<file path="src/design/edp_ram.sv">
`timescale 1ns / 1ps
// ----------------------------------------------------------------------------
// Generic RAM
// One write port and one read port with registered read data.
// ----------------------------------------------------------------------------
module edp_ram #(
  parameter int unsigned WIDTH = 64,
  parameter int unsigned DEPTH = 68
) (
  input  logic                     clk_i,
  input  logic                     we_i,
  input  logic [$clog2(DEPTH)-1:0] waddr_i,
  input  logic [WIDTH-1:0]         wdata_i,
  input  logic [$clog2(DEPTH)-1:0] raddr_i,
  output logic [WIDTH-1:0]         rdata_o
);

  logic [WIDTH-1:0] mem [DEPTH];

  always_ff @(posedge clk_i) begin
    if (we_i) begin
      mem[waddr_i] <= wdata_i;
    end
    rdata_o <= mem[raddr_i];
  end

endmodule

</file>
<file path="config.mk">
export PLATFORM = sky130hd
export DESIGN_NAME = edp_ram
export DESIGN_NICKNAME = d
export VERILOG_FILES = /design/src/design/edp_ram.sv
export SDC_FILE = /design/constraint.sdc
export NUM_CORES = 2
export LEC_CHECK = 0
export ABC_AREA = 1
export BUFFER_PORTS_ARGS = -buffer_cell sky130_fd_sc_hd__buf_2
export CELL_PAD_IN_SITES_DETAIL_PLACEMENT = 0
export CELL_PAD_IN_SITES_GLOBAL_PLACEMENT = 1
export CORE_MARGIN = 4
export CORE_UTILIZATION = 43
export CTS_BUF_LIST = sky130_fd_sc_hd__clkbuf_16
export CTS_CLUSTER_SIZE = 10
export DETAILED_ROUTE_END_ITERATION = 12
export PLACE_DENSITY_LB_ADDON = 0.2
export SLEW_MARGIN = 20
export SYNTH_ARGS = -nofsm -noshare
export SYNTH_HDL_FRONTEND = slang
export SYNTH_MEMORY_MAX_BITS = 65536
export SYNTH_SLANG_ARGS = --single-unit
</file>
<file path="constraint.sdc">
create_clock -name clk_i -period 11.9 [get_ports clk_i]
set_clock_uncertainty 0.05 [all_clocks]
set_input_delay 2.38 -clock clk_i [delete_from_list [all_inputs] [get_ports clk_i]]
set_output_delay 2.38 -clock clk_i [all_outputs]
set_load 0.01 [all_outputs]
</file>
== Word-level counts from Yosys, hierarchy flattened ==
Memories as Yosys holds them, arrays and structs flattened. A register that Yosys moved wholly into a read port is not among the register bits.
Cells that the tools add are included.

* Flip-flop bits (word level): 0
* Latch bits: 0
* Bits in writable memories: 4352
* ROM bits: 0
* Input port bits: 80
* Output and inout bits: 64
* Word-level logic and storage cells: 3
* Memories kept: 1

* $add $sub $neg: 0
* Multipliers: 0
* Div/mod/pow operators: 0
* $lt $le $gt $ge: 0
* Equality and inequality tests: 0
* Shift operators: 0
* Muxes and demuxes: 2
* Bitwise logic cells: 0
* Reduce and logical (&&, ||, !) cells: 0

{| class="wikitable"
|+ Memories
! memory !! words !! bits a word !! rd ports !! clocked after memory_dff !! wr ports !! line !! RTL
|-
| mem || 68 || 64 || 1 || 1 || 1 || 18 || <nowiki>logic [WIDTH-1:0] mem [DEPTH];</nowiki>
|}

{| class="wikitable"
|+ Operator list
! operator !! count
|-
| 2-to-1 mux 1 bit || 2
|}

== Longest topological paths before layout ==
* Depth in word-level cells: 2
* Gate-level depth with buffers: 13
* Gate-level depth less buffers: 9

== Least setup slack after synthesis ==
No wires, ideal clock.

* Path type: in2reg
* Start point: input waddr_i[5]
* End point: memory mem[26][0] (enable)
* Library setup time: 0.651 ns
* Arrival: 8.904 ns
* Required time: 11.199 ns
* Path slack: 2.295 ns
* Stages on the path: 3
* Path buffers: 0
* Cell sequence: nor2_1 -> nand3_1 -> nor4_1

{| class="wikitable"
|+ RTL lines
! element !! line !! RTL
|-
| from (decl) || 12 || <nowiki>input logic [$clog2(DEPTH)-1:0] waddr_i,</nowiki>
|-
| to (decl) || 18 ||
|}

No word-level cell before the write port.

==> results.ini <==
[die]
die_h_um=647
start_util_pct=43.2
core_area_mm2=0.407
io_pins=144
die_area_mm2=0.419
fp.dieW_um=647
rows=234

[worst_hold_path]
hp-class=reg2reg
hold-path-cell-count=4

[yosys]
yosys.cell_types.count=21
synth_mux_area_share_pct=0
synth_cells=14100
ys_warn_count=0
synth-seq-cells=4416
synth_adder_area_share_pct=0
synth_compound_area_share_pct=0.593
synth-simple-area-share_pct=21.0
synth_top_family_by_area=simple AND/OR/NAND/NOR gates
synthXorXnorAreaFrac_pct=0
synthesis.nets=14100
syn_area_mm2=0.176
seq_area_frac_synth_pct=75.1
avgSynthCellArea_um2=12.5

[clock_tree]
cts_tree=done
postCtsSetupBuffers=0
cts.clk_slew.worst_paths_ns=0.05
cts_max_level=6
cts_sinks=4416
clkLatencyLatePin_ns=1.04
cts_resized=0
root_buffer=clkbuf_16
cts_hold_buf=0
numCtsBuffers=523
cts_max_path_buffers=4

[worst_setup_path]
worstPathMaxFanout=176
endpoint_kind=flop
cp_cell_sequence=buf_12 > buf_4 > buf_12 > buf_4 > nand2_1 > nand3_1 > nand3_1 > nand3_1 > nand3_1 > nand3_1 > nand3_1 > nand2_1
worst_ep_arrival_time_ns=6.57
required_ns=12.72
cpMostUsedCell=nand3_1
cpPeakStageDelay_ns=0.78
startpoint_type=input pin
ff2ff_path_depth=8
path_class=in2reg
cp_num_cells=12
slowest_stage=buf_4
worstPathBufferInverterCount=4
crit_family=buffers and inverters

[power_and_ir_drop]
vdd_drop_max_uv=221
power_density_mw_per_mm2=170
leakage_nw=68.0

[final_layout]
drive_gt1_share_pct=7.44
fin_cells=19700
nets=14100
fill_cells=35600
area_growth_pct=11.3

[route]
antenna_left=0
drt_wl_total_um=583000
vias=116000
drt_iter0_drc=14200
avgViaCountPerCell=5.88
wire_per_inst_um=29.6
drc=0
first_pass_iters=6

[sta]
setup_tns_ns=0
slew_violations=0
hold_violations=0
setup_violations=0
worst_slew_pin_slew_ns=1.27
rsz0062_at_grt=no
maxSlewHeadroom_pct=15.2
period_minus_slack_ns=5.75
fmax_ghz=0.174
period_share_pct=48.4

[global_route]
grt_overflow=0
grtUsageTotal_pct=27.2
grt_pass1_vias=109000
grt_antenna_before_repair=26
grt_start_max_net_pins=199
grt_pass1_wl_um=825000

[job]
drv_cap=0

[status]
status=finished, final reports clean

[placed_design]
hpwl_um=288000
gp_congestion=0.800
io_buffers=143
dp_cells=18900

==> layout by cell type (no fill, tap or decap), drive strengths merged, types with 15 or more instances in the layout <==
master  instances
edfxtp       4352
nand2        4236
nand3        4036
clkbuf        532
buf           407
inv           228
nor2          194
o21ai         128
o22ai          64
dfxtp          64
clkinv         37
diode          15
==> per-layer routing <==
layer / global-route usage, % / routed length [µm]
met2: 43.3 / 274000
met3: 5.01 / 51500
met1: 37.9 / 238000
met5: 0 / 48
met4: 8.86 / 20200
==> kinds of logic after synthesis <==
group | after synthesis
buffers and inverters | 969
AOI/OAI and AO/OA | 192
and+or+nand+nor | 8481
DFF | 4416
==> worst reg2reg max path, stage by stage (launching register included) <==
cell and delay (ns):
edfxtp_1 0.41, nand2_1 0.09, nand3_1 0.09, nand3_1 0.12, nand3_1 0.08, nand3_1 0.20, nand3_1 0.19, nand3_1 0.21
nand2_1 0.30
==> power breakdown <==
group | leakage, nW | internal [mW] | switching [mW]
logic | 20.4 | 0.423 | 1.43
clock network | 7.92 | 8.08 | 6.12
registers | 39.7 | 17.2 | 0.0549
==> per-stage QoR <==
stage | hold slack (ns) | utilization [%] | power, mW | cell area, µm² | setup slack, ns
after floorplan | 0.527 | - | 18.6 | 176000 | 2.30
after global placement | 0.547 | 44.4 | 19.4 | 181000 | 5.22
after detailed placement | 0.552 | 44.4 | 19.4 | 181000 | 5.20
after CTS | 0.561 | 48.1 | 33.5 | 195000 | 6.29
after global routing | 0.629 | 48.1 | 34.3 | 196000 | 5.91
final | 0.567 | 48.1 | 33.3 | 196000 | 6.15
==> synth_stat cells (all sizes together) <==
| cell | n | area (µm²) |
|---|---|---|
| nor4 | 2 | 12.5 |
| buf | 816 | 5130 |
| inv | 20 | 82.6 |
| nand4 | 3 | 18.8 |
| edfxtp | 4352 | 131000 |
| clkbuf | 133 | 504 |
| nand3 | 4036 | 20200 |
| nor3 | 10 | 50.1 |
| o21ai | 128 | 641 |
| o22ai | 64 | 400 |
| nand2 | 4236 | 15900 |
| dfxtp | 64 | 1280 |
| nor2 | 194 | 728 |
==> final timing paths <==
| kind | from | to | slack, ns |
|---|---|---|---|
| max reg2reg | mem[59][42]$_DFFE_PP_ | rdata_o[42]$_DFF_P_ | 9.93 |
| max | raddr_i[0] | rdata_o[42]$_DFF_P_ | 6.15 |
| min | mem[64][17]$_DFFE_PP_ | rdata_o[17]$_DFF_P_ | 0.57 |
| min reg2reg | mem[64][17]$_DFFE_PP_ | rdata_o[17]$_DFF_P_ | 0.57 |
==> flip-flops by register name, summed over array words and instances (netlist names) <==
| signal | flops |
|---|---|
| rdata_o | 64 |
| mem | 4352 |
==> area by class of cell <==
cell class	count	area, µm²	area share (%)
clock inverter	249	1520	0.777
timing repair buffer	407	3320	1.70
multi-input combinational	8673	38400	19.7
sequential	4416	132000	67.5
antenna	15	37.5	0.0192
clock buffer	532	13300	6.81
inverter	20	153	0.0781
tap	5428	6790	3.47
Power figures use the tool's default switching activity.
